$ cat config.mk
export PLATFORM = sky130hd
export DESIGN_NAME = dual_quadrature_counter
export DESIGN_NICKNAME = d
export VERILOG_FILES = /design/src/rtl/dqc_pkg.sv /design/src/rtl/dqc_counter.sv /design/src/rtl/dqc_distance.sv /design/src/rtl/dual_quadrature_counter.sv
export SDC_FILE = /design/constraint.sdc
export NUM_CORES = 2
export LEC_CHECK = 0
export ABC_AREA = 1
export BUFFER_PORTS_ARGS = -buffer_cell sky130_fd_sc_hd__clkbuf_2
export CORE_ASPECT_RATIO = 1.25
export CORE_MARGIN = 2
export CORE_UTILIZATION = 60
export CTS_BUF_LIST = sky130_fd_sc_hd__clkbuf_4 sky130_fd_sc_hd__clkbuf_8
export DETAILED_ROUTE_END_ITERATION = 7
export PLACE_DENSITY = 0.82
export SETUP_SLACK_MARGIN = 0.3
export SYNTH_ARGS = -nofsm -noshare
export SYNTH_HDL_FRONTEND = slang
export SYNTH_SLANG_ARGS = --single-unit
$ cat constraint.sdc
create_clock -name clk_i -period 14.1 [get_ports clk_i]
set_input_delay 2.82 -clock clk_i [delete_from_list [all_inputs] [get_ports clk_i]]
set_output_delay 2.82 -clock clk_i [all_outputs]
set_load 0.005 [all_outputs]
$ cat src/rtl/dqc_pkg.sv
// Package for the dual quadrature counter: step table, divider constants
// and the control struct shared by the counter and top level.
// No dependencies.
package dqc_pkg;

  localparam int unsigned CountsPerRev = 1320;
  localparam logic [63:0] CircumUm = 64'd204204;
  localparam logic [63:0] UmPerMm = 64'd1000;
  localparam logic [63:0] Divisor = 64'(CountsPerRev) * UmPerMm;

  // The distance is formed as counts times a scaled reciprocal of the divisor,
  // which falls short of the true quotient by at most one.
  localparam int unsigned RecipShift = 50;
  localparam logic [63:0] Recip = (64'd1 << RecipShift) / Divisor;
  localparam logic [63:0] ScaledRecip = Recip * CircumUm;
  localparam int unsigned HalfW = 29;
  localparam int unsigned ProdW = 32 + HalfW;
  localparam int unsigned SumW = 32 + 2 * HalfW;
  localparam logic [HalfW-1:0] RecipLo = ScaledRecip[HalfW-1:0];
  localparam logic [HalfW-1:0] RecipHi = ScaledRecip[2*HalfW-1:HalfW];
  localparam logic [31:0] DivisorLow = Divisor[31:0];
  localparam logic [31:0] CircumLow = CircumUm[31:0];

  typedef logic signed [1:0] step_t;

  // Indexed by {previous phase, new phase}.
  localparam step_t StepTable [16] = '{
    2'b00, 2'b11, 2'b01, 2'b00,
    2'b01, 2'b00, 2'b00, 2'b11,
    2'b11, 2'b00, 2'b00, 2'b01,
    2'b00, 2'b01, 2'b11, 2'b00
  };

  localparam step_t StepFwd = 2'b01;
  localparam step_t StepBack = 2'b11;

  localparam int unsigned CfgIdxW = 1;
  localparam logic [CfgIdxW-1:0] RegLeftDir = 1'b0;
  localparam logic [CfgIdxW-1:0] RegRightDir = 1'b1;

  typedef struct packed {
    logic advance;
    logic clear;
    logic flagged;
  } cnt_ctrl_t;

endpackage

$ cat src/rtl/dqc_counter.sv
// One quadrature decoder: previous phase, step lookup and signed total.
// Depends on dqc_pkg.
module dqc_counter import dqc_pkg::*; (
  input  logic             clk_i,
  input  logic             rst_ni,
  input  cnt_ctrl_t        ctrl_i,
  input  logic [1:0]       phase_i,
  input  logic signed [1:0] dir_i,
  output logic [31:0]      total_o
);

  logic [1:0]  prev_q, prev_d;
  logic [31:0] total_q, total_d;
  logic [31:0] dir_ext;
  logic [31:0] delta;
  step_t       step;

  assign step = StepTable[{prev_q, phase_i}];
  assign dir_ext = {{30{dir_i[1]}}, dir_i};

  always_comb begin
    case (step)
      StepFwd:  delta = dir_ext;
      StepBack: delta = 32'd0 - dir_ext;
      default:  delta = 32'd0;
    endcase
    prev_d = prev_q;
    total_d = total_q;
    if (ctrl_i.clear) begin
      prev_d = phase_i;
      total_d = 32'd0;
    end else if (ctrl_i.flagged) begin
      prev_d = phase_i;
      total_d = total_q + delta;
    end
  end

  always_ff @(posedge clk_i or negedge rst_ni) begin
    if (!rst_ni) begin
      prev_q <= 2'b00;
      total_q <= 32'd0;
    end else if (ctrl_i.advance) begin
      prev_q <= prev_d;
      total_q <= total_d;
    end
  end

  assign total_o = total_d;

endmodule

$ cat src/rtl/dqc_distance.sv
// Pipelined count-to-millimetre conversion: reciprocal multiply in two
// halves, wide add, then a one-step remainder correction. Depends on dqc_pkg.
module dqc_distance import dqc_pkg::*; (
  input  logic        clk_i,
  input  logic        en_i,
  input  logic [31:0] counts_i,
  output logic [31:0] dist_o
);

  logic [ProdW-1:0] prod_lo_q, prod_hi_q;
  logic [31:0]      plow2_q, plow3_q, plow4_q;
  logic [31:0]      qest3_q, qest4_q;
  logic [31:0]      qd4_q;
  logic [SumW-1:0]  sum;
  logic [31:0]      rem;

  assign sum = {prod_hi_q, {HalfW{1'b0}}} + SumW'(prod_lo_q);

  always_ff @(posedge clk_i) begin
    if (en_i) begin
      prod_lo_q <= ProdW'(counts_i) * ProdW'(RecipLo);
      prod_hi_q <= ProdW'(counts_i) * ProdW'(RecipHi);
      plow2_q <= counts_i * CircumLow;
      qest3_q <= sum[RecipShift +: 32];
      plow3_q <= plow2_q;
      qd4_q <= qest3_q * DivisorLow;
      qest4_q <= qest3_q;
      plow4_q <= plow3_q;
    end
  end

  assign rem = plow4_q - qd4_q;
  assign dist_o = qest4_q + 32'(rem >= DivisorLow);

endmodule

$ cat src/rtl/dual_quadrature_counter.sv
// Dual 4x quadrature counter top level: input register, two decoders, the
// distance pipeline and the result register. Depends on dqc_pkg.
// A result moves from its input transfer through the pipeline stages to the result register.
// Throughput: one item per cycle; the five-stage pipeline holds when the
// result register is full and stalled, and the distance multiplies set the depth.
// Reset clears both counts and phases, sets both directions to +1 and empties the pipeline.
module dual_quadrature_counter import dqc_pkg::*; (
  input  logic               clk_i,
  input  logic               rst_ni,
  input  logic               cfg_we_i,
  input  logic [CfgIdxW-1:0] cfg_idx_i,
  input  logic [1:0]         cfg_data_i,
  input  logic               in_valid_i,
  output logic               in_stall_o,
  input  logic               req_type_i,
  input  logic               left_a_i,
  input  logic               left_b_i,
  input  logic               right_a_i,
  input  logic               right_b_i,
  input  logic               left_event_i,
  input  logic               right_event_i,
  input  logic [31:0]        convert_counts_i,
  output logic               out_valid_o,
  input  logic               out_stall_i,
  output logic signed [31:0] left_count_o,
  output logic signed [31:0] right_count_o,
  output logic [31:0]        average_magnitude_o,
  output logic [31:0]        distance_mm_o
);

  logic        en;
  logic signed [1:0] left_dir_q, right_dir_q;
  logic        s1_valid_q, s2_valid_q, s3_valid_q, s4_valid_q, out_valid_q;
  logic        req_q, left_ev_q, right_ev_q;
  logic [1:0]  left_phase_q, right_phase_q;
  logic [31:0] counts_q;
  cnt_ctrl_t   left_ctrl, right_ctrl;
  logic [31:0] left_next, right_next;
  logic [31:0] left2_q, right2_q, left3_q, right3_q, left4_q, right4_q;
  logic [31:0] left_out_q, right_out_q, avg_out_q, dist_out_q;
  logic [31:0] avg3_q, avg4_q;
  logic [31:0] left_mag, right_mag, mag_sum;
  logic [31:0] dist_mm;

  assign en = !(out_valid_q && out_stall_i);
  assign in_stall_o = !en;

  always_ff @(posedge clk_i or negedge rst_ni) begin
    if (!rst_ni) begin
      left_dir_q <= 2'sb01;
      right_dir_q <= 2'sb01;
    end else if (cfg_we_i) begin
      case (cfg_idx_i)
        RegLeftDir:  left_dir_q <= cfg_data_i;
        RegRightDir: right_dir_q <= cfg_data_i;
        default: begin
        end
      endcase
    end
  end

  always_ff @(posedge clk_i or negedge rst_ni) begin
    if (!rst_ni) begin
      s1_valid_q <= 1'b0;
      s2_valid_q <= 1'b0;
      s3_valid_q <= 1'b0;
      s4_valid_q <= 1'b0;
      out_valid_q <= 1'b0;
    end else if (en) begin
      s1_valid_q <= in_valid_i;
      s2_valid_q <= s1_valid_q;
      s3_valid_q <= s2_valid_q;
      s4_valid_q <= s3_valid_q;
      out_valid_q <= s4_valid_q;
    end
  end

  assign left_ctrl = '{advance: en && s1_valid_q, clear: req_q, flagged: left_ev_q};
  assign right_ctrl = '{advance: en && s1_valid_q, clear: req_q, flagged: right_ev_q};

  dqc_counter u_left (
    .clk_i   (clk_i),
    .rst_ni  (rst_ni),
    .ctrl_i  (left_ctrl),
    .phase_i (left_phase_q),
    .dir_i   (left_dir_q),
    .total_o (left_next)
  );

  dqc_counter u_right (
    .clk_i   (clk_i),
    .rst_ni  (rst_ni),
    .ctrl_i  (right_ctrl),
    .phase_i (right_phase_q),
    .dir_i   (right_dir_q),
    .total_o (right_next)
  );

  dqc_distance u_distance (
    .clk_i    (clk_i),
    .en_i     (en),
    .counts_i (counts_q),
    .dist_o   (dist_mm)
  );

  assign left_mag = left2_q[31] ? (32'd0 - left2_q) : left2_q;
  assign right_mag = right2_q[31] ? (32'd0 - right2_q) : right2_q;
  assign mag_sum = left_mag + right_mag;

  always_ff @(posedge clk_i) begin
    if (en) begin
      req_q <= req_type_i;
      left_phase_q <= {left_a_i, left_b_i};
      right_phase_q <= {right_a_i, right_b_i};
      left_ev_q <= left_event_i;
      right_ev_q <= right_event_i;
      counts_q <= convert_counts_i;
      left2_q <= left_next;
      right2_q <= right_next;
      left3_q <= left2_q;
      right3_q <= right2_q;
      avg3_q <= {1'b0, mag_sum[31:1]};
      left4_q <= left3_q;
      right4_q <= right3_q;
      avg4_q <= avg3_q;
      left_out_q <= left4_q;
      right_out_q <= right4_q;
      avg_out_q <= avg4_q;
      dist_out_q <= dist_mm;
    end
  end

  assign out_valid_o = out_valid_q;
  assign left_count_o = left_out_q;
  assign right_count_o = right_out_q;
  assign average_magnitude_o = avg_out_q;
  assign distance_mm_o = dist_out_q;

endmodule
==> flow_results.xml <==
<?xml version="1.0" encoding="UTF-8"?>
<metrics>
  <group name="status">
    <metric name="status" unit="">completed</metric>
  </group>
  <group name="detailed_routing">
    <metric name="vias" unit="">50400</metric>
    <metric name="avgRoutedWirePerCell" unit="um">23.7</metric>
    <metric name="drc" unit="">0</metric>
    <metric name="route.detailed.vias_per_inst" unit="">5.67</metric>
    <metric name="detailedRoute.firstIterationViolations" unit="">4313</metric>
    <metric name="drt_first_pass_iters" unit="">5</metric>
    <metric name="drt-total-wl" unit="um">211000</metric>
    <metric name="antenna_left" unit="">0</metric>
  </group>
  <group name="layout">
    <metric name="instances_no_fill" unit="">8892</metric>
    <metric name="drive_gt1_share" unit="%">6.42</metric>
    <metric name="area_growth" unit="%">7.94</metric>
    <metric name="layout.cell_area.non_filler" unit="sq um">72600</metric>
    <metric name="finalNetCount" unit="">8849</metric>
  </group>
  <group name="synth">
    <metric name="synthesis.area_per_instance" unit="sq um">9.56</metric>
    <metric name="yosys_warnings" unit="">0</metric>
    <metric name="synth_sequential_area_ratio" unit="%">32.5</metric>
    <metric name="synth_edf_count" unit="">664</metric>
    <metric name="postSynth.asyncResetShare" unit="%">10.4</metric>
    <metric name="postSynthRegisterBits" unit="">741</metric>
    <metric name="synthesis.area" unit="sq um">67200</metric>
    <metric name="syn_nets" unit="">8544</metric>
    <metric name="post_synth_inst_count" unit="">7032</metric>
    <metric name="synth.lib_cells_used.distinct" unit="">62</metric>
    <metric name="dominantRegCellSynth" unit="">sky130_fd_sc_hd__edfxtp_1</metric>
  </group>
  <group name="min_path">
    <metric name="holdCritPathClass" unit="">flop to flop</metric>
  </group>
  <group name="critical_path">
    <metric name="timing.critical_path.required" unit="ns">14.68</metric>
    <metric name="cp_data_arrival_time" unit="ns">7.71</metric>
    <metric name="cp_slowest_cell" unit="">sky130_fd_sc_hd__edfxtp_1</metric>
    <metric name="cp-end-kind" unit="">flop</metric>
    <metric name="timing.setup.critical_path_class" unit="">flop to flop</metric>
    <metric name="critPathLaunchType" unit="">flop</metric>
    <metric name="worstPathCellList" unit="">ha_1 &gt; fa_1 &gt; inv_1 &gt; fa_1 &gt; inv_1 &gt; ha_1 &gt; inv_1 &gt; fa_1 &gt; inv_1 &gt; fa_1 &gt; inv_1 &gt; fa_1 &gt; inv_1 &gt; ha_1 &gt; a21oi_1 &gt; a21boi_0 &gt; o21ai_0 &gt; a21oi_1 &gt; nand3_1 &gt; a21oi_1 &gt; xor2_1</metric>
    <metric name="most_common_cell_type_on_the_critical_path" unit="">sky130_fd_sc_hd__inv_1</metric>
    <metric name="cpPeakStageDelay" unit="ns">1.23</metric>
    <metric name="critPathMaxFanout" unit="">18</metric>
  </group>
  <group name="grt">
    <metric name="grt.total_usage" unit="%">37.5</metric>
    <metric name="grt_antenna_before_repair" unit="">4</metric>
    <metric name="grt_overflow_total" unit="">0</metric>
    <metric name="grt_start_max_net_pins" unit="">123</metric>
    <metric name="first_global_vias" unit="">52300</metric>
    <metric name="first_pass_grt_wire_length" unit="um">314000</metric>
  </group>
  <group name="clock_tree">
    <metric name="cts_max_path_buffers" unit="">3</metric>
    <metric name="clockRootBuffer" unit="">sky130_fd_sc_hd__clkbuf_8</metric>
    <metric name="tritoncts_clock_tree" unit="">done</metric>
    <metric name="postCtsSetupRepairBufs" unit="">0</metric>
    <metric name="post_cts_gate_resize_count" unit="">0</metric>
    <metric name="cts_inserted_buffers" unit="">115</metric>
    <metric name="ctsHtreeMaxLevel" unit="">3</metric>
    <metric name="clkSlewWorstSetupHoldPaths" unit="ns">0.06</metric>
    <metric name="clock_insertion_delay_worst_skew" unit="ns">0.87</metric>
    <metric name="cts-hold-fix-buffers" unit="">0</metric>
    <metric name="numClockSinks" unit="">741</metric>
  </group>
  <group name="die">
    <metric name="core.rowCount" unit="">137</metric>
    <metric name="floorplan.core_area" unit="sq um">111000</metric>
    <metric name="die_width" unit="um">303</metric>
    <metric name="die_height" unit="um">378</metric>
    <metric name="die_area" unit="sq um">115000</metric>
    <metric name="pin_count" unit="">177</metric>
    <metric name="start_util" unit="%">60.3</metric>
  </group>
  <group name="timing">
    <metric name="final_hold_viols" unit="">0</metric>
    <metric name="max_clock_freq" unit="MHz">140</metric>
    <metric name="report.final.slew_viol_count" unit="">0</metric>
    <metric name="relSlewSlack" unit="%">12.0</metric>
    <metric name="worst_pin_slew" unit="ns">1.32</metric>
    <metric name="timing.final.setup_violations" unit="">0</metric>
    <metric name="fin_crit_sh" unit="%">50.6</metric>
    <metric name="clock_skew" unit="ns">0.0953</metric>
    <metric name="final_worst_path_period_need" unit="ns">7.13</metric>
    <metric name="rsz0062_at_grt" unit="">no</metric>
    <metric name="tns" unit="ns">0</metric>
  </group>
  <group name="placement">
    <metric name="io_buffer_count" unit="">175</metric>
    <metric name="place.detailed.instances" unit="">8679</metric>
    <metric name="place.detailed.hpwl" unit="um">176000</metric>
    <metric name="placement.cell_area" unit="sq um">70100</metric>
    <metric name="finalWeightedCongestion" unit="">1.05</metric>
  </group>
  <group name="job">
    <metric name="max-cap-violations" unit="">0</metric>
  </group>
</metrics>
[final timing paths]
path	from	endpoint	slack [ns]	depth (start not counted)
setup / recovery	counts_q[12]$_DFFE_PN_	u_distance.prod_lo_q[47]$_DFFE_PN_	6.97	21
hold / removal	u_distance.plow2_q[15]$_DFFE_PN_	u_distance.plow3_q[15]$_DFFE_PN_	0.35	0
setup reg to reg	counts_q[12]$_DFFE_PN_	u_distance.prod_lo_q[47]$_DFFE_PN_	6.97	21
hold reg to reg	u_distance.plow2_q[15]$_DFFE_PN_	u_distance.plow3_q[15]$_DFFE_PN_	0.35	0
max in group asynchronous	rst_ni	u_right.total_q[5]$_DFFE_PN0P_	11.02	2
min in group asynchronous	rst_ni	u_left.total_q[0]$_DFFE_PN0P_	1.94	1
[cell usage after synthesis, types with 53 or more instances]
cell / count / area, sq um
sky130_fd_sc_hd__nand3_1: 221 / 1110
sky130_fd_sc_hd__dfrtp_1: 75 / 1880
sky130_fd_sc_hd__ha_1: 837 / 10500
sky130_fd_sc_hd__nand4_1: 75 / 469
sky130_fd_sc_hd__nand2_1: 1067 / 4010
sky130_fd_sc_hd__fa_1: 628 / 12600
sky130_fd_sc_hd__o21ai_0: 260 / 1300
sky130_fd_sc_hd__inv_1: 1566 / 5880
sky130_fd_sc_hd__xor2_1: 188 / 1650
sky130_fd_sc_hd__xnor2_1: 101 / 885
sky130_fd_sc_hd__nor3_1: 64 / 320
sky130_fd_sc_hd__a21oi_1: 360 / 1800
sky130_fd_sc_hd__edfxtp_1: 664 / 19900
sky130_fd_sc_hd__nor2_1: 493 / 1850
sky130_fd_sc_hd__a21o_1: 53 / 398
[logic make-up (layout without fill, tap and decap cells)]
group	Yosys count	after routing	synth area share [%]
adder cells (fa/ha/maj)	1465	1465	34.3
AND/OR/NAND/NOR	2035	2035	12.8
flip-flops	741	741	32.5
AO/OA/AOI/OAI	903	903	7.65
XOR/XNOR	289	289	3.77
buffers and inverters	1598	1997	8.94
other	1	3	0.00558
[flip-flops by register name, summed over array words and instances (netlist names), 32 cells and up]
| signal | count |
|---|---|
| right4_q | 32 |
| u_distance.prod_lo_q | 32 |
| left_count_o | 32 |
| right2_q | 32 |
| counts_q | 32 |
| left2_q | 32 |
| u_distance.prod_hi_q | 50 |
| right3_q | 32 |
| left4_q | 32 |
| right_count_o | 32 |
| u_left.total_q | 32 |
| left3_q | 32 |
| distance_mm_o | 32 |
| u_right.total_q | 32 |
[worst max-delay path, delay by kind of cell (launching register included)]
kind	cells	cell delay [ns]
adders and majority gates	8	3.69
AOI/OAI and AO/OA	5	1.25
DFF	1	1.23
buffers and inverters	6	0.38
and+or+nand+nor	1	0.16
xor gates and xnor gates	1	0.10
[layer usage]
layer	part of all wire [%]	GRT usage, %	vias to the layer above
met3	6.1	5.94	520
met2	49	64.0	1973
met4	7.0	22.5	2
met5	0.0033	0	-
li1	-	-	23400
met1	38	44.4	24600
[through the flow]
step	utilization (%)	hold slack, ns	setup slack (ns)
5_1_grt	65.1	0.381	6.74
4_1_cts	65.1	0.369	7.06
3_3_place_gp	62.9	0.400	7.21
3_5_place_dp	62.9	0.405	7.13
2_1_floorplan	-	0.400	3.20
6_report	65.1	0.355	6.97
[layout make-up]
class | instances | area (sq um)
inverter | 1569 | 5890
fill | 8991 | 38900
clock buffer | 150 | 1900
tap | 1459 | 1830
timing repair buffer | 217 | 1190
antenna | 2 | 5.00
sequential | 741 | 21900
multi-input combinational | 4693 | 39400
clock inverter | 61 | 522
[layout by cell type, fill, tap and decap left out, drive strengths merged, types with 2 or more instances in the layout]
master,netlist,layout
a211oi,5,5
a21boi,16,16
a21o,54,54
a21oi,362,362
a221oi,2,2
a31oi,41,41
and3,6,6
buf,8,43
bufinv,0,6
clkbuf,21,324
clkinv,2,45
clkinvlp,0,6
dfrtp,75,75
dfstp,2,2
diode,0,2
edfxtp,664,664
fa,628,628
ha,837,837
inv,1567,1573
nand2,1072,1072
nand3,228,228
nand3b,19,19
nand4,75,75
nor2,501,501
nor3,76,76
nor4,32,32
o2111ai,3,3
o211ai,13,13
o21a,16,16
o21ai,286,286
o21bai,47,47
o221ai,2,2
o22ai,44,44
o31ai,9,9
or2,20,20
or3,2,2
xnor2,101,101
xor2,188,188
Power is not shown: default switching activity piles up to over one toggle a cycle in this logic, so the estimate is an artifact.
